==> src/hdl/stt_pkg.sv <==
// Shared types and character constants for the script text tokenizer.
`timescale 1ns / 1ps

package stt_pkg;

    // Scanner modes, kept in the mode register between text bytes.
    typedef enum logic [2:0] {
        MODE_SKIP    = 3'd0,
        MODE_SLASH   = 3'd1,
        MODE_COMMENT = 3'd2,
        MODE_QUOTE   = 3'd3,
        MODE_WORD    = 3'd4
    } t_mode;

    // Kind of a result beat.
    typedef enum logic [1:0] {
        KIND_WORD  = 2'd0,
        KIND_QUOTE = 2'd1,
        KIND_END   = 2'd2
    } t_kind;

    // Sequencer states of the top level.
    typedef enum logic [1:0] {
        ST_IDLE = 2'd0,
        ST_SEND = 2'd1,
        ST_MARK = 2'd2
    } t_state;

    // What one text byte does to the scanner.
    typedef struct packed {
        t_mode mode;      // next mode
        logic  clr_len;   // token starts over before any store
        logic  store;     // byte goes into the token memory
        logic  emit;      // the open token is finished
        t_kind kind;      // kind of the finished token
        logic  end_text;  // end of text marker follows
    } t_scan_act;

    localparam logic [7:0] CH_NUL   = 8'h00;
    localparam logic [7:0] CH_NL    = 8'h0A;
    localparam logic [7:0] CH_SPACE = 8'h20;
    localparam logic [7:0] CH_QUOTE = 8'h22;
    localparam logic [7:0] CH_SLASH = 8'h2F;

endpackage

==> src/hdl/script_text_tokenizer.sv <==
// Top level of the script text tokenizer: byte stream in, token beats out.
`timescale 1ns / 1ps

// Text enters on the s_axis channel, one byte per beat; byte 0 ends the text.
// Tokens leave on the m_axis channel as runs of beats, tlast on the final beat
// of each run. tdata carries the token byte and a byte-valid flag; tuser gives
// the kind (word, quoted string, end of text). An empty token, a word that hit
// the capacity, and the end of text marker are single beats with byte-valid 0.
// The cfg channel writes the one-bit high-bytes-are-space register; it is
// always ready and should only be written while the block is idle.
// A byte that finishes no token does not hold the input. A byte that finishes
// a token holds the input while the token memory is read out at one entry per
// cycle through its single read port, unless the receiver stalls; an empty
// token or the end marker is a single beat.
// The first beat of a token is read into the memory read register at the edge
// that accepts the closing byte and then loaded into the output register.
// Reset (synchronous, active low) returns the scanner to whitespace skipping
// with an empty token and sets the register to 1. The token memory is not
// cleared. When the receiver stalls, the output register holds its beat and
// the readout waits; the input stays blocked until the readout is done.
module script_text_tokenizer
    import stt_pkg::*;
#(
    parameter int TOKEN_CAPACITY = 32
) (
    input  logic        i_clk,
    input  logic        i_rst_n,
    // Text input
    input  logic        s_axis_tvalid,
    output logic        s_axis_tready,
    input  logic [7:0]  s_axis_tdata,   // [7:0] text_byte
    // Token output
    output logic        m_axis_tvalid,
    input  logic        m_axis_tready,
    output logic [15:0] m_axis_tdata,   // [7:0] token_byte, [8] byte_valid, rest zero
    output logic [1:0]  m_axis_tuser,   // [1:0] token_kind
    output logic        m_axis_tlast,   // run_last
    // Configuration write
    input  logic        i_cfg_valid,
    output logic        o_cfg_ready,
    input  logic        i_cfg_data      // high_bytes_are_space
);

    localparam int LEN_W  = $clog2(TOKEN_CAPACITY + 1);
    localparam int ADDR_W = $clog2(TOKEN_CAPACITY);
    localparam logic [LEN_W-1:0] CAP = LEN_W'(TOKEN_CAPACITY);

    // Control state
    t_state           r_state,  n_state;
    t_mode            r_mode,   n_mode;
    logic [LEN_W-1:0] r_len,    n_len;
    logic             r_high_space;
    logic [ADDR_W-1:0] r_idx,   n_idx;
    logic [ADDR_W-1:0] r_last_idx, n_last_idx;
    t_kind            r_kind,   n_kind;
    logic             r_end_pend, n_end_pend;

    // Output register
    logic             r_out_valid;
    logic [7:0]       r_out_byte, n_out_byte;
    logic             r_out_bv,   n_out_bv;
    t_kind            r_out_kind, n_out_kind;
    logic             r_out_last, n_out_last;
    logic             out_load;
    logic             out_free;

    // Token memory
    logic [7:0]        r_mem [TOKEN_CAPACITY];
    logic [7:0]        r_rd_data;
    logic              rd_en;
    logic [ADDR_W-1:0] rd_addr;
    logic              wr_en;
    logic [ADDR_W-1:0] wr_addr;

    logic             in_beat;
    t_scan_act        act;
    logic [LEN_W-1:0] base_len;
    logic [LEN_W-1:0] tok_n;

    assign o_cfg_ready   = 1'b1;
    assign s_axis_tready = (r_state == ST_IDLE);
    assign in_beat       = s_axis_tvalid && s_axis_tready;
    assign out_free      = !r_out_valid || m_axis_tready;

    stt_scan_decode u_decode (
        .i_mode       (r_mode),
        .i_byte       (s_axis_tdata),
        .i_high_space (r_high_space),
        .o_act        (act)
    );

    assign base_len = act.clr_len ? '0 : r_len;
    // A word that reached the capacity is given as an empty token.
    assign tok_n = ((act.kind == KIND_WORD) && (r_len >= CAP)) ? '0 : r_len;

    always_comb begin
        n_state    = r_state;
        n_mode     = r_mode;
        n_len      = r_len;
        n_idx      = r_idx;
        n_last_idx = r_last_idx;
        n_kind     = r_kind;
        n_end_pend = r_end_pend;
        rd_en      = 1'b0;
        rd_addr    = r_idx;
        wr_en      = 1'b0;
        wr_addr    = base_len[ADDR_W-1:0];
        out_load   = 1'b0;
        n_out_byte = r_rd_data;
        n_out_bv   = 1'b1;
        n_out_kind = r_kind;
        n_out_last = (r_idx == r_last_idx);
        unique case (r_state)
            ST_IDLE: begin
                if (in_beat) begin
                    n_mode = act.mode;
                    n_len  = base_len;
                    if (act.store && (base_len < CAP)) begin
                        wr_en = 1'b1;
                        n_len = base_len + LEN_W'(1);
                    end
                    if (act.emit || act.end_text) begin
                        n_len = '0;
                    end
                    if (act.emit) begin
                        n_kind     = act.kind;
                        n_end_pend = act.end_text;
                        if (tok_n == '0) begin
                            n_state = ST_MARK;
                        end else begin
                            // First entry is read now, so it is ready in ST_SEND.
                            rd_en      = 1'b1;
                            rd_addr    = '0;
                            n_idx      = '0;
                            n_last_idx = ADDR_W'(tok_n - LEN_W'(1));
                            n_state    = ST_SEND;
                        end
                    end else if (act.end_text) begin
                        n_kind     = KIND_END;
                        n_end_pend = 1'b0;
                        n_state    = ST_MARK;
                    end
                end
            end
            ST_SEND: begin
                if (out_free) begin
                    out_load = 1'b1;
                    if (r_idx == r_last_idx) begin
                        if (r_end_pend) begin
                            n_kind     = KIND_END;
                            n_end_pend = 1'b0;
                            n_state    = ST_MARK;
                        end else begin
                            n_state = ST_IDLE;
                        end
                    end else begin
                        rd_en   = 1'b1;
                        rd_addr = r_idx + ADDR_W'(1);
                        n_idx   = r_idx + ADDR_W'(1);
                    end
                end
            end
            ST_MARK: begin
                n_out_byte = '0;
                n_out_bv   = 1'b0;
                n_out_last = 1'b1;
                if (out_free) begin
                    out_load = 1'b1;
                    if (r_end_pend) begin
                        n_kind     = KIND_END;
                        n_end_pend = 1'b0;
                    end else begin
                        n_state = ST_IDLE;
                    end
                end
            end
            default: begin
                n_state = ST_IDLE;
            end
        endcase
    end

    always_ff @(posedge i_clk) begin
        if (!i_rst_n) begin
            r_state      <= ST_IDLE;
            r_mode       <= MODE_SKIP;
            r_len        <= '0;
            r_idx        <= '0;
            r_last_idx   <= '0;
            r_kind       <= KIND_WORD;
            r_end_pend   <= 1'b0;
            r_high_space <= 1'b1;
            r_out_valid  <= 1'b0;
        end else begin
            r_state    <= n_state;
            r_mode     <= n_mode;
            r_len      <= n_len;
            r_idx      <= n_idx;
            r_last_idx <= n_last_idx;
            r_kind     <= n_kind;
            r_end_pend <= n_end_pend;
            if (i_cfg_valid) begin
                r_high_space <= i_cfg_data;
            end
            if (out_load) begin
                r_out_valid <= 1'b1;
            end else if (m_axis_tready) begin
                r_out_valid <= 1'b0;
            end
        end
    end

    always_ff @(posedge i_clk) begin
        if (out_load) begin
            r_out_byte <= n_out_byte;
            r_out_bv   <= n_out_bv;
            r_out_kind <= n_out_kind;
            r_out_last <= n_out_last;
        end
    end

    // Token memory with one write port and one read port with registered read data.
    always_ff @(posedge i_clk) begin
        if (wr_en) begin
            r_mem[wr_addr] <= s_axis_tdata;
        end
        if (rd_en) begin
            r_rd_data <= r_mem[rd_addr];
        end
    end

    assign m_axis_tvalid = r_out_valid;
    assign m_axis_tdata  = {7'd0, r_out_bv, r_out_byte};
    assign m_axis_tuser  = r_out_kind;
    assign m_axis_tlast  = r_out_last;

endmodule

==> src/hdl/stt_scan_decode.sv <==
// Per-byte decision logic of the tokenizer: next mode and token actions.
`timescale 1ns / 1ps

module stt_scan_decode
    import stt_pkg::*;
(
    input  t_mode       i_mode,
    input  logic [7:0]  i_byte,
    input  logic        i_high_space,
    output t_scan_act   o_act
);

    logic is_nul;
    logic is_space;
    logic do_word;

    assign is_nul   = (i_byte == CH_NUL);
    assign is_space = (i_byte <= CH_SPACE) || (i_high_space && i_byte[7]);
    // A slash that is not followed by another slash starts an ordinary word.
    assign do_word  = (i_mode == MODE_WORD) ||
                      ((i_mode == MODE_SLASH) && (i_byte != CH_SLASH));

    always_comb begin
        o_act          = '0;
        o_act.mode     = i_mode;
        o_act.kind     = KIND_WORD;
        if (do_word) begin
            o_act.mode = MODE_WORD;
            if (is_nul) begin
                o_act.emit     = 1'b1;
                o_act.end_text = 1'b1;
                o_act.mode     = MODE_SKIP;
            end else if (is_space) begin
                o_act.emit = 1'b1;
                o_act.mode = MODE_SKIP;
            end else begin
                o_act.store = 1'b1;
            end
        end else begin
            unique case (i_mode)
                MODE_SLASH: begin
                    o_act.clr_len = 1'b1;
                    o_act.mode    = MODE_COMMENT;
                end
                MODE_COMMENT: begin
                    if (is_nul) begin
                        o_act.end_text = 1'b1;
                        o_act.mode     = MODE_SKIP;
                    end else if (i_byte == CH_NL) begin
                        o_act.mode = MODE_SKIP;
                    end
                end
                MODE_QUOTE: begin
                    o_act.kind = KIND_QUOTE;
                    if (is_nul) begin
                        o_act.emit     = 1'b1;
                        o_act.end_text = 1'b1;
                        o_act.mode     = MODE_SKIP;
                    end else if (i_byte == CH_QUOTE) begin
                        o_act.emit = 1'b1;
                        o_act.mode = MODE_SKIP;
                    end else begin
                        o_act.store = 1'b1;
                    end
                end
                default: begin
                    o_act.clr_len = 1'b1;
                    o_act.mode    = MODE_SKIP;
                    if (is_nul) begin
                        o_act.end_text = 1'b1;
                    end else if (is_space) begin
                        o_act.mode = MODE_SKIP;
                    end else if (i_byte == CH_QUOTE) begin
                        o_act.mode = MODE_QUOTE;
                    end else begin
                        o_act.store = 1'b1;
                        o_act.mode  = (i_byte == CH_SLASH) ? MODE_SLASH : MODE_WORD;
                    end
                end
            endcase
        end
    end

endmodule
==> config.mk <==
export PLATFORM = sky130hd
export DESIGN_NAME = script_text_tokenizer
export DESIGN_NICKNAME = d
export VERILOG_FILES = /design/src/hdl/stt_pkg.sv /design/src/hdl/script_text_tokenizer.sv /design/src/hdl/stt_scan_decode.sv
export SDC_FILE = /design/constraint.sdc
export NUM_CORES = 1
export LEC_CHECK = 0
export ABC_CLOCK_PERIOD_IN_PS = 4500
export BUFFER_PORTS_ARGS = -buffer_cell sky130_fd_sc_hd__buf_2
export CAP_MARGIN = 20
export CORE_ASPECT_RATIO = 2
export CORE_MARGIN = 8
export CORE_UTILIZATION = 62
export DETAILED_ROUTE_END_ITERATION = 16
export PLACE_DENSITY = 0.79
export SLEW_MARGIN = 20
export SYNTH_ARGS = -nofsm -noshare
export SYNTH_HDL_FRONTEND = slang
export SYNTH_SLANG_ARGS = --single-unit
==> constraint.sdc <==
create_clock -name i_clk -period 4.5 [get_ports i_clk]
set_clock_uncertainty 0.2 [all_clocks]
set_input_delay 0.9 -clock i_clk [delete_from_list [all_inputs] [get_ports i_clk]]
set_output_delay 0.9 -clock i_clk [all_outputs]
set_load 0.05 [all_outputs]
==> load_flow_metrics.sql, run 1 <==
INSERT INTO impl_metrics (metric_group, metric, value, unit) VALUES
('pwr', 'design_power_total', '5.45', 'mW'),
('timing', 'timing.final.crit_share', '96.2', '%'),
('synthesis', 'synthCells', '1015', ''),
('clock_network', 'postCtsResizedCells', '0', ''),
('synthesis', 'ys.flop_type', 'edfxtp_1', ''),
('hold_path', 'worst_hold_path_type', 'flip-flop to flip-flop', ''),
('timing', 'setup-violations-final', '0', ''),
('worst_setup_path', 'worstPathRequired', '4.58', 'ns'),
('route', 'route.detailed.wl_per_inst', '25.9', 'microns'),
('floorplan', 'core_area', '20800', 'sq um'),
('pwr', 'peakVddDrop', '0.000359', 'V'),
('timing', 'hold_viol', '0', ''),
('timing', 'grt_setup_unrepaired', 'false', ''),
('run_status', 'run_status', 'finished, final reports clean', ''),
('pwr', 'powerDensity', '370', 'nW/um^2'),
('worst_setup_path', 'worstSetupStartpointType', 'flip-flop', ''),
('clock_network', 'cts.reportedPaths.clkPinSlew', '0.07', 'ns'),
('worst_setup_path', 'setup.worst_path.end_class', 'flip-flop', ''),
('floorplan', 'num_io_pins', '36', ''),
('route', 'route.final.wire_length', '35600', 'microns'),
('timing', 'max_slew_headroom_at_the_worst_pin', '30.7', '%'),
('grt', 'globalRoute.totalOverflow', '0', ''),
('worst_setup_path', 'worstPathCellList', 'nor2b_1, nand2_1, nand2_1, nand2_1, ha_1, and3_1, a31oi_2, a211oi_4, or2_4, buf_4, a221oi_1, a2111oi_0, buf_4, a22oi_1, o211ai_1', ''),
('floorplan', 'die_h', '221', 'microns'),
('clock_network', 'clock_sinks', '302', ''),
('clock_network', 'hold_buffers', '0', ''),
('route', 'first_iter_violations', '1069', ''),
('synthesis', 'synth_top_area_share', '63.3', '%'),
('synthesis', 'ys_top_cells_by_area', 'edfxtp_1 (63%), nand2_1 (4.5%), dfxtp_1 (4.0%)', ''),
('clock_network', 'ctsHtreeMaxLevel', '1', ''),
('timing', 'timing_worst_slew_pin_value', '1.04', 'ns'),
('worst_setup_path', 'crit_fanout', '24', ''),
('place', 'placement.io_buffers', '27', ''),
('layout', 'area_growth_syn_to_layout', '12.4', '%'),
('clock_network', 'tritoncts', 'built', ''),
('worst_setup_path', 'crit_path_max_incr_delay', '0.46', 'ns'),
('grt', 'first_global_vias', '9250', ''),
('worst_setup_path', 'critical_path_arrival', '4.40', 'ns'),
('grt', 'grt_start_max_net_pins', '47', ''),
('pwr', 'power.static_leakage', '4.94', 'nW'),
('job', 'drv.max_cap_violation_count', '0', ''),
('timing', 'fmaxAchievable', '231', 'MHz'),
('synthesis', 'post-synth-top-count-cell', 'edfxtp_1', ''),
('synthesis', 'synthDistinctLibCells', '67', ''),
('worst_setup_path', 'cpMostUsedCell', 'nand2_1', ''),
('layout', 'final-instance-count-excl-fill', '1376', ''),
('grt', 'global_route.usage.total', '26.7', '%'),
('layout', 'insertedDiodeCount', '0', ''),
('layout', 'area.sequential', '8810', 'sq um'),
('layout', 'fill_cells', '1388', ''),
('clock_network', 'clock_root_buffer', 'clkbuf_16', ''),
('layout', 'layout_cells_sized_above_1', '14.9', '%'),
('clock_network', 'clock_path_buffers', '3', ''),
('place', 'dpl.hpwl', '24300', 'microns'),
('worst_setup_path', 'path_class', 'flip-flop to flip-flop', ''),
('layout', 'multi_input_comb_area', '3930', 'sq um'),
('timing', 'timing.final.crit_period', '4.33', 'ns'),
('synthesis', 'yosys_warnings', '0', ''),
('grt', 'grt_pass1_wl', '53100', 'microns'),
('place', 'inst_count_dp', '1331', ''),
('clock_network', 'post-cts-setup-buffers', '0', ''),
('route', 'drt_drc_violations_left', '0', ''),
('synthesis', 'ys_ff_latch', '302', ''),
('place', 'gp_congestion', '0.955', ''),
('route', 'antenna_left', '0', ''),
('floorplan', 'fp.dieW', '119', 'microns'),
('route', 'dr_total_vias', '9154', ''),
('synthesis', 'synth-edff-count', '276', ''),
('floorplan', 'floorplan.initialDensity', '62.8', '%'),
('worst_setup_path', 'critical_path.slowest_cell', 'a221oi_1', ''),
('clock_network', 'worst_skew_pair.late_latency', '0.55', 'ns');
[final timing paths]
kind                                   start                         to  slack, ns  depth (start not counted)
setup / recovery      r_mode[1]$_SDFFE_PN0P_     r_rd_data[7]$_DFFE_PP_       0.17                         15
hold / removal    n_out_kind[1]$_SDFFE_PN0P_  m_axis_tuser[1]$_DFFE_PP_       0.26                          0
setup reg to reg      r_mode[1]$_SDFFE_PN0P_     r_rd_data[7]$_DFFE_PP_       0.17                         15
hold reg to reg   n_out_kind[1]$_SDFFE_PN0P_  m_axis_tuser[1]$_DFFE_PP_       0.26                          0
[flip-flops by register name (all words and copies together), names as in the netlist, 2 cells and up]
signal        count
r_mem           256
r_out_byte        8
r_rd_data         8
r_len             6
r_idx             5
r_last_idx        5
r_mode            3
m_axis_tuser      2
n_out_kind        2
r_state           2
[per-layer routing]
metal  up-vias  track usage (%)  wire length, microns
li1       3993                -                     -
met1      4542             26.9                 11600
met2       489             50.2                 19600
met3       130             3.57                  2220
met4         0             16.5                  2210
met5         -                0                     0
[per-stage QoR]
stage	TNS, ns	hold WS, ns	setup WS, ns	util (%)	instance area [sq um]
floorplan	0	0.208	0.760	-	13100
global placement	-1.28	0.241	-0.233	66.8	13900
detailed placement	-1.73	0.232	-0.349	66.8	13900
CTS	0	0.254	0.130	70.6	14700
global route	0	0.265	0.00899	70.6	14700
finish	0	0.260	0.171	70.6	14700
[power breakdown]
group          switching [mW]  internal [mW]  leakage, nW
clock                   0.978           1.16        0.380
combinational           0.173         0.0542         1.87
sequential            0.00769           3.07         2.69
total                    1.16           4.29         4.94
[cell families (layout without fill, tap and decap cells)]
family          Yosys count  count (layout)  synth area share, %
simple gates            402             402                 14.6
flops                   302             302                 67.3
compound gates          168             168                 10.3
buf+inv                  80             166                 3.02
mux                      35              35                 2.68
xor+xnor                 15              15                 1.00
fa+ha+maj                11              11                 1.05
other cells               2               8               0.0574
[critical path, delay by kind of cell, from the launching register on]
kind / cells / cell delay (ns)
simple gates: 6 / 1.26
compound gates: 6 / 1.48
fa+ha+maj: 1 / 0.26
flops: 1 / 0.44
buf+inv: 2 / 0.43
[layout make-up]
type                            count  area share, %
Clock buffer                       28           4.18
Clock inverter                     16           1.15
Inverter                           10          0.255
Multi-Input combinational cell    639           26.7
Sequential cell                   302           59.8
Tap cell                          269           2.29
Timing Repair Buffer              112           5.59
[cells in the final DEF, fill, tap and decap left out, drive strengths merged, types with 4 or more instances in the layout]
cell type  synthesis  final
edfxtp           276    276
nand2            158    158
buf               34    112
nor2              75     75
nand3             62     62
mux2i             35     35
nor3b             32     32
a221oi            32     32
a21oi             28     28
clkbuf            36     28
dfxtp             26     26
a32oi             19     19
nand4             18     18
o21ai             17     17
a2111oi           16     16
a22oi             15     15
nor3              15     15
o211ai            12     12
nor2b             11     11
ha                11     11
inv               10     11
clkinv             0     11
xnor2             10     10
conb               2      8
and3               6      6
a211oi             6      6
nand3b             5      5
xor2               5      5
nand2b             5      5
nand4b             4      4
and2               4      4
No activity file was read; power rests on OpenSTA's default activity.
==> run 2: changes to the inputs <==
Settings changed: ABC_CLOCK_PERIOD_IN_PS 4500 to 4150.
Clock period 4.5 ns to 4.15 ns, I/O delays scaled along.
==> run 2 against run 1 <==
Effect of this change:
- flip-flop and latch count unchanged
- largest cell class unchanged
- register-to-register slack worse by 0.05 ns
- global-route usage up 0.37 points
- worst setup slack worse by 0.050 ns
- combinational power up 13%
- routed wire length up 0.82%
- sequential share of layout area down 0.99 points
- maximum frequency up 7.5%
- largest power group unchanged
- highest routed layer is now met5
- cell area up 1.7%
- cell count up 1.7%
==> load_flow_metrics.sql, run 2 (synthesis results as in run 1) <==
INSERT INTO impl_metrics (metric_group, metric, value, unit) VALUES
('timing', 'setup-violations-final', '0', ''),
('timing', 'timing_worst_slew_pin_value', '0.853', 'ns'),
('grt', 'grt_start_max_net_pins', '50', ''),
('grt', 'globalRoute.totalOverflow', '0', ''),
('worst_setup_path', 'regToRegSetupSlack', '0.12', 'ns'),
('worst_setup_path', 'r2r_path_start', 'r_mode[2]$_SDFFE_PN0P_', ''),
('worst_setup_path', 'path_class', 'flip-flop to flip-flop', ''),
('floorplan', 'num_io_pins', '36', ''),
('run_status', 'run_status', 'finished, final reports clean', ''),
('hold_path', 'hold_start', 'n_out_kind[0]$_SDFFE_PN0P_', ''),
('timing', 'timing.final.crit_period', '4.03', 'ns'),
('place', 'inst_count_dp', '1353', ''),
('layout', 'largest_register_ffs', '256', ''),
('floorplan', 'floorplan.initialDensity', '62.8', '%'),
('worst_setup_path', 'reg2regPathDepth', '15', ''),
('floorplan', 'rows', '75', ''),
('layout', 'layout.cells.most_common', 'edfxtp_1', ''),
('clock_network', 'cts.reportedPaths.clkPinSlew', '0.07', 'ns'),
('pwr', 'power.static_leakage', '5.05', 'nW'),
('floorplan', 'fp.dieArea', '26300', 'sq um'),
('worst_setup_path', 'critical_path_arrival', '4.09', 'ns'),
('layout', 'reg.largest.list', 'r_mem: 256 flops, r_out_byte: 8 flops, r_rd_data: 8 flops', ''),
('floorplan', 'die_h', '221', 'microns'),
('clock_network', 'ctsHtreeMaxLevel', '1', ''),
('grt', 'antenna_found_initial', '1', ''),
('hold_path', 'hold-path-endpoint', 'm_axis_tuser[0]$_DFFE_PP_', ''),
('layout', 'final-instance-count-excl-fill', '1399', ''),
('place', 'gp_congestion', '1.00', ''),
('timing', 'max_slew_headroom_at_the_worst_pin', '43.1', '%'),
('floorplan', 'fp.dieW', '119', 'microns'),
('worst_setup_path', 'worstPathRequired', '4.22', 'ns'),
('layout', 'finalNetCount', '1136', ''),
('layout', 'post-route-util', '71.8', '%'),
('grt', 'grt_pass1_wl', '53800', 'microns'),
('layout', 'layout.cells.most_common_list', 'edfxtp_1 (276), nand2_1 (157), buf_4 (98)', ''),
('route', 'antenna_left', '0', ''),
('worst_setup_path', 'setup.worst_path.end_class', 'flip-flop', ''),
('layout', 'stdcell_area', '15000', 'sq um'),
('worst_setup_path', 'worstSetupStartpointType', 'flip-flop', ''),
('timing', 'setup-tns-final', '0', 'ns'),
('place', 'dpl.hpwl', '25200', 'microns'),
('grt', 'first_global_vias', '9239', ''),
('layout', 'layout_cells_sized_above_1', '17.4', '%'),
('clock_network', 'clock_path_buffers', '3', ''),
('place', 'placement.io_buffers', '27', ''),
('layout', 'regMostFlops', 'r_mem', ''),
('route', 'first_iter_violations', '947', ''),
('clock_network', 'tritoncts', 'built', ''),
('clock_network', 'clock_sinks', '302', ''),
('timing', 'timing.final.crit_share', '97.1', '%'),
('clock_network', 'hold_buffers', '0', ''),
('clock_network', 'clock_root_buffer', 'clkbuf_16', ''),
('worst_setup_path', 'regToRegEndpoint', 'r_rd_data[0]$_DFFE_PP_', ''),
('grt', 'global_route.usage.total', '27.1', '%'),
('worst_setup_path', 'crit_fanout', '14', ''),
('hold_path', 'hold_path_cells', '0', ''),
('timing', 'fmaxAchievable', '248', 'MHz'),
('place', 'dpl-instance-area', '14100', 'sq um'),
('hold_path', 'worst_hold_path_type', 'flip-flop to flip-flop', ''),
('pwr', 'design_power_total', '5.86', 'mW'),
('route', 'dr_total_vias', '9148', ''),
('route', 'route.detailed.wl_per_inst', '25.7', 'microns'),
('route', 'route.final.wire_length', '35900', 'microns'),
('job', 'drv.max_cap_violation_count', '0', ''),
('route', 'route.detailed.vias_per_inst', '6.54', ''),
('layout', 'area_growth_syn_to_layout', '14.3', '%'),
('timing', 'hold_viol', '0', ''),
('timing', 'final-max-slew-violation-count', '0', ''),
('pwr', 'peakVddDrop', '0.000335', 'V'),
('route', 'drt_first_pass_iters', '5', ''),
('floorplan', 'core_area', '20800', 'sq um'),
('clock_network', 'cts_inserted_buffers', '25', ''),
('clock_network', 'post-cts-setup-buffers', '0', ''),
('clock_network', 'worst_skew_pair.late_latency', '0.53', 'ns'),
('timing', 'grt_setup_unrepaired', 'true', ''),
('route', 'drt_drc_violations_left', '0', ''),
('layout', 'fill_cells', '1455', ''),
('pwr', 'powerDensity', '392', 'nW/um^2');
==> run 2: layout make-up <==
cell class,count,area [sq um],share of cell area (%)
Multi-Input combinational cell,639,3970,26.5
Sequential cell,302,8810,58.9
Clock inverter,14,120,0.803
Tap cell,269,337,2.25
Inverter,10,37.5,0.251
Antenna cell,1,2.50,0.0167
Timing Repair Buffer,133,1030,6.89
Clock buffer,31,658,4.40
==> run 2: worst max-delay path: stages (launching register included) <==
cell and delay, ns:
dfxtp_1 0.37, nor2b_1 0.17, nand2_1 0.09, nand2_1 0.12, nand2_1 0.09, ha_1 0.27
and3_1 0.26, a31oi_4 0.27, a21oi_2 0.14, or3_1 0.39, buf_4 0.21, a221oi_1 0.40
a2111oi_0 0.17, buf_4 0.19, a22oi_2 0.28, o211ai_1 0.12
==> run 2: per-stage QoR <==
stage / hold WS, ns / worst slack [ns]
2_1_floorplan: 0.208 / 0.480
3_3_place_gp: 0.224 / -0.0515
3_5_place_dp: 0.237 / -0.197
4_1_cts: 0.256 / 0.0565
5_1_grt: 0.280 / -0.0124
6_report: 0.254 / 0.122
==> run 2: how the worst max path moves through the flow <==
stage                           start  slack [ns]  depth (start not counted)                      to
6_report       r_mode[2]$_SDFFE_PN0P_        0.12                         15  r_rd_data[0]$_DFFE_PP_
5_1_grt        r_mode[2]$_SDFFE_PN0P_       -0.01                         15  r_rd_data[0]$_DFFE_PP_
4_1_cts        r_mode[2]$_SDFFE_PN0P_        0.06                         15  r_rd_data[3]$_DFFE_PP_
3_5_place_dp          s_axis_tdata[7]       -0.20                         12  r_rd_data[0]$_DFFE_PP_
3_3_place_gp          s_axis_tdata[7]       -0.05                         12  r_rd_data[0]$_DFFE_PP_
2_1_floorplan         s_axis_tdata[5]        0.48                         10  r_mem[15][0]$_DFFE_PP_
==> run 2: routing by layer <==
metal / routed length [microns] / GRT usage, % / vias up
met1: 11400 / 26.2 / 4484
li1: - / - / 4038
met3: 2140 / 3.60 / 154
met5: 15 / 0 / -
met4: 3070 / 20.6 / 2
met2: 19300 / 50.3 / 470
==> run 2: repair_timing <==
| item | 4_1_cts | 5_1_grt |
|---|---|---|
| hold endpoints to repair | 0 | 0 |
| setup endpoints to repair | 1 | 4 |
| gates resized for setup | 1 | 7 |
==> run 2: report_power, final <==
part / switching, mW / total [mW] / leakage (nW) / internal, mW
combinational: 0.192 / 0.257 / 2.00 / 0.0649
sequential: 0.0103 / 3.34 / 2.69 / 3.33
clock: 1.06 / 2.26 / 0.363 / 1.20
total: 1.26 / 5.86 / 5.05 / 4.60
==> run 3: changes to the inputs <==
Settings changed: ABC_CLOCK_PERIOD_IN_PS 4150 to 4550, GPL_TIMING_DRIVEN set to 0.
Clock period 4.15 ns to 4.55 ns, I/O delays scaled along.
==> run 3 against run 2 <==
Effect of this change:
- routed wire length is 7.6% lower
- critical path type is now input pin to flip-flop
- cell area fell by 2.2%
- via count is 3.5% lower
- combinational power is 15% lower
- global-route usage is 2.3 points lower
- power is 7.8% lower
- die area unchanged
- clock power fell by 5%
- cell count fell by 2.3%
- count of clock-buffer cells in the layout shrank 2
- sequential power fell by 8.7%
==> load_flow_metrics.sql, run 3 (synthesis results as in run 1) <==
INSERT INTO impl_metrics (metric_group, metric, value, unit) VALUES
('run_status', 'run_status', 'finished, final reports clean', ''),
('grt', 'grt_pass1_wl', '49700', 'microns'),
('worst_setup_path', 'path_class', 'input pin to flip-flop', ''),
('timing', 'timing_worst_slew_pin_value', '1.11', 'ns'),
('place', 'dpl.hpwl', '22600', 'microns'),
('timing', 'timing.final.crit_period', '4.53', 'ns'),
('grt', 'grt_start_max_net_pins', '39', ''),
('layout', 'regMostFlops', 'r_mem', ''),
('hold_path', 'hold_path_cells', '0', ''),
('timing', 'grt_setup_unrepaired', 'true', ''),
('grt', 'grt_use_met2', '44.6', '%'),
('place', 'gp_congestion', '0.940', ''),
('place', 'placement.io_buffers', '27', ''),
('route', 'first_iter_violations', '727', ''),
('pwr', 'design_power_total', '5.40', 'mW'),
('route', 'route.detailed.vias_per_inst', '6.46', ''),
('grt', 'globalRoute.totalOverflow', '0', ''),
('route', 'antenna_left', '0', ''),
('layout', 'largest_register_ffs', '256', ''),
('layout', 'area.sequential', '8810', 'sq um'),
('timing', 'final-max-slew-violation-count', '0', ''),
('route', 'drt_first_pass_iters', '5', ''),
('floorplan', 'num_io_pins', '36', ''),
('clock_network', 'cts_inserted_buffers', '25', ''),
('timing', 'setup-violations-final', '0', ''),
('timing', 'timing.final.crit_share', '99.6', '%'),
('clock_network', 'tritoncts', 'built', ''),
('layout', 'insertedDiodeCount', '0', ''),
('worst_setup_path', 'worstPathRequired', '4.52', 'ns'),
('place', 'dp_worst_setup_slack', '-0.740', 'ns'),
('clock_network', 'cts.reportedPaths.clkPinSlew', '0.07', 'ns'),
('clock_network', 'hold_buffers', '0', ''),
('grt', 'global_route.usage.total', '24.8', '%'),
('layout', 'layout_cells_sized_above_1', '14.8', '%'),
('clock_network', 'clock_root_buffer', 'clkbuf_16', ''),
('clock_network', 'clock_path_buffers', '3', ''),
('clock_network', 'worst_skew_pair.late_latency', '0.54', 'ns'),
('grt', 'first_global_vias', '8603', ''),
('worst_setup_path', 'setup.worst_path.end_class', 'flip-flop', ''),
('pwr', 'peakVddDrop', '0.000328', 'V'),
('floorplan', 'fp.dieW', '119', 'microns'),
('floorplan', 'floorplan.initialDensity', '62.8', '%'),
('pwr', 'powerDensity', '369', 'nW/um^2'),
('layout', 'reg.largest.list', 'r_mem: 256 flops, r_out_byte: 8 flops, r_rd_data: 8 flops', ''),
('grt', 'use_met1', '25.2', '%'),
('grt', 'busiest_layer', 'met2', ''),
('pwr', 'power.static_leakage', '4.78', 'nW'),
('timing', 'final_critical_path_setup_slack', '0.0191', 'ns'),
('timing', 'fmaxAchievable', '221', 'MHz'),
('route', 'dr_total_vias', '8829', ''),
('job', 'drv.max_cap_violation_count', '0', ''),
('layout', 'area_growth_syn_to_layout', '11.8', '%'),
('layout', 'layout.cells.most_common_list', 'edfxtp_1 (276), nand2_1 (156), nand3_1 (60)', ''),
('timing', 'holdWs', '0.236', 'ns'),
('floorplan', 'core_area', '20800', 'sq um'),
('worst_setup_path', 'crit_fanout', '33', ''),
('timing', 'max_slew_headroom_at_the_worst_pin', '25.2', '%'),
('worst_setup_path', 'worstSetupStartpointType', 'input pin', ''),
('clock_network', 'clock_sinks', '302', ''),
('worst_setup_path', 'reg2regPathDepth', '15', ''),
('timing', 'setup-tns-final', '0', 'ns'),
('layout', 'layout.cells.most_common', 'edfxtp_1', ''),
('layout', 'multi_input_comb_area', '4100', 'sq um'),
('grt', 'antenna_found_initial', '0', ''),
('floorplan', 'die_h', '221', 'microns'),
('grt', 'gr_util_met3', '3.24', '%'),
('timing', 'hold_viol', '0', ''),
('route', 'route.detailed.wl_per_inst', '24.3', 'microns'),
('layout', 'finalNetCount', '1106', ''),
('floorplan', 'rows', '75', ''),
('route', 'drt_drc_violations_left', '0', ''),
('route', 'route.final.wire_length', '33200', 'microns'),
('layout', 'fill_cells', '1487', ''),
('floorplan', 'fp.dieArea', '26300', 'sq um'),
('hold_path', 'worst_hold_path_type', 'flip-flop to flip-flop', ''),
('place', 'inst_count_dp', '1318', ''),
('layout', 'final-instance-count-excl-fill', '1367', ''),
('worst_setup_path', 'critical_path_arrival', '4.51', 'ns'),
('clock_network', 'ctsHtreeMaxLevel', '1', '');
## run 3: cell types whose count changed in the layout (fill, tap and decap cells not counted), moves of 5 or more
cell	previous run	this run
nor2_1	74	55
clkinvlp_4	6	0
clkbuf_2	0	6
a32oi_2	0	5
buf_12	8	0
a2111oi_0	7	2
nor2_2	0	17
buf_4	98	22
clkinv_2	3	8
a2111oi_2	2	9
clkbuf_1	5	33
buf_2	27	36
a32oi_1	19	14
## run 3: critical path: stages
cell and delay, ns:
buf_2 0.55, nor3_4 0.15, a311oi_2 0.44, a21oi_1 0.09, o22ai_1 0.21, a21boi_0 0.27, clkbuf_1 0.44, nand3_1 0.64
nor2_1 0.76
## run 3: worst paths after layout
path,endpoint,slack (ns),startpoint
max reg2reg,r_rd_data[0]$_DFFE_PP_,0.09,r_mode[1]$_SDFFE_PN0P_
min,m_axis_tuser[0]$_DFFE_PP_,0.24,n_out_kind[0]$_SDFFE_PN0P_
max,r_mem[8][0]$_DFFE_PP_,0.02,s_axis_tdata[4]
min reg2reg,m_axis_tuser[0]$_DFFE_PP_,0.24,n_out_kind[0]$_SDFFE_PN0P_
## run 3: final cells by class
cell class	count	area share, %
Inverter	10	0.256
Timing Repair Buffer	34	1.33
Sequential cell	302	60.2
Clock inverter	15	1.06
Buffer	69	2.49
Multi-Input combinational cell	639	28.0
Clock buffer	29	4.38
Tap cell	269	2.30
## run 3: layer usage
layer  up-vias  part of all wire, %  routed length (microns)
met5         -                    0                        0
met4         0                  7.7                     2560
met3       118                  6.3                     2070
met2       426                   53                    17600
met1      4309                   33                    10900
li1       3976                    -                        -
## run 3: report_power, final
part           internal, mW  switching [mW]
registers              3.04         0.00716
logic                0.0497           0.168
clock network          1.18           0.957
total                  4.27            1.13
## run 3: through the flow
stage / util [%] / cell area [sq um]
2_1_floorplan: - / 13100
4_1_cts: 69.4 / 14500
3_5_place_dp: 65.3 / 13600
6_report: 70.3 / 14600
3_3_place_gp: 65.2 / 13600
5_1_grt: 70.3 / 14600
## run 3: repair_timing
item,in CTS,in global routing
buffers inserted,3,3
setup endpoints to repair,45,256
pin swaps,2,2
resized for setup,12,51
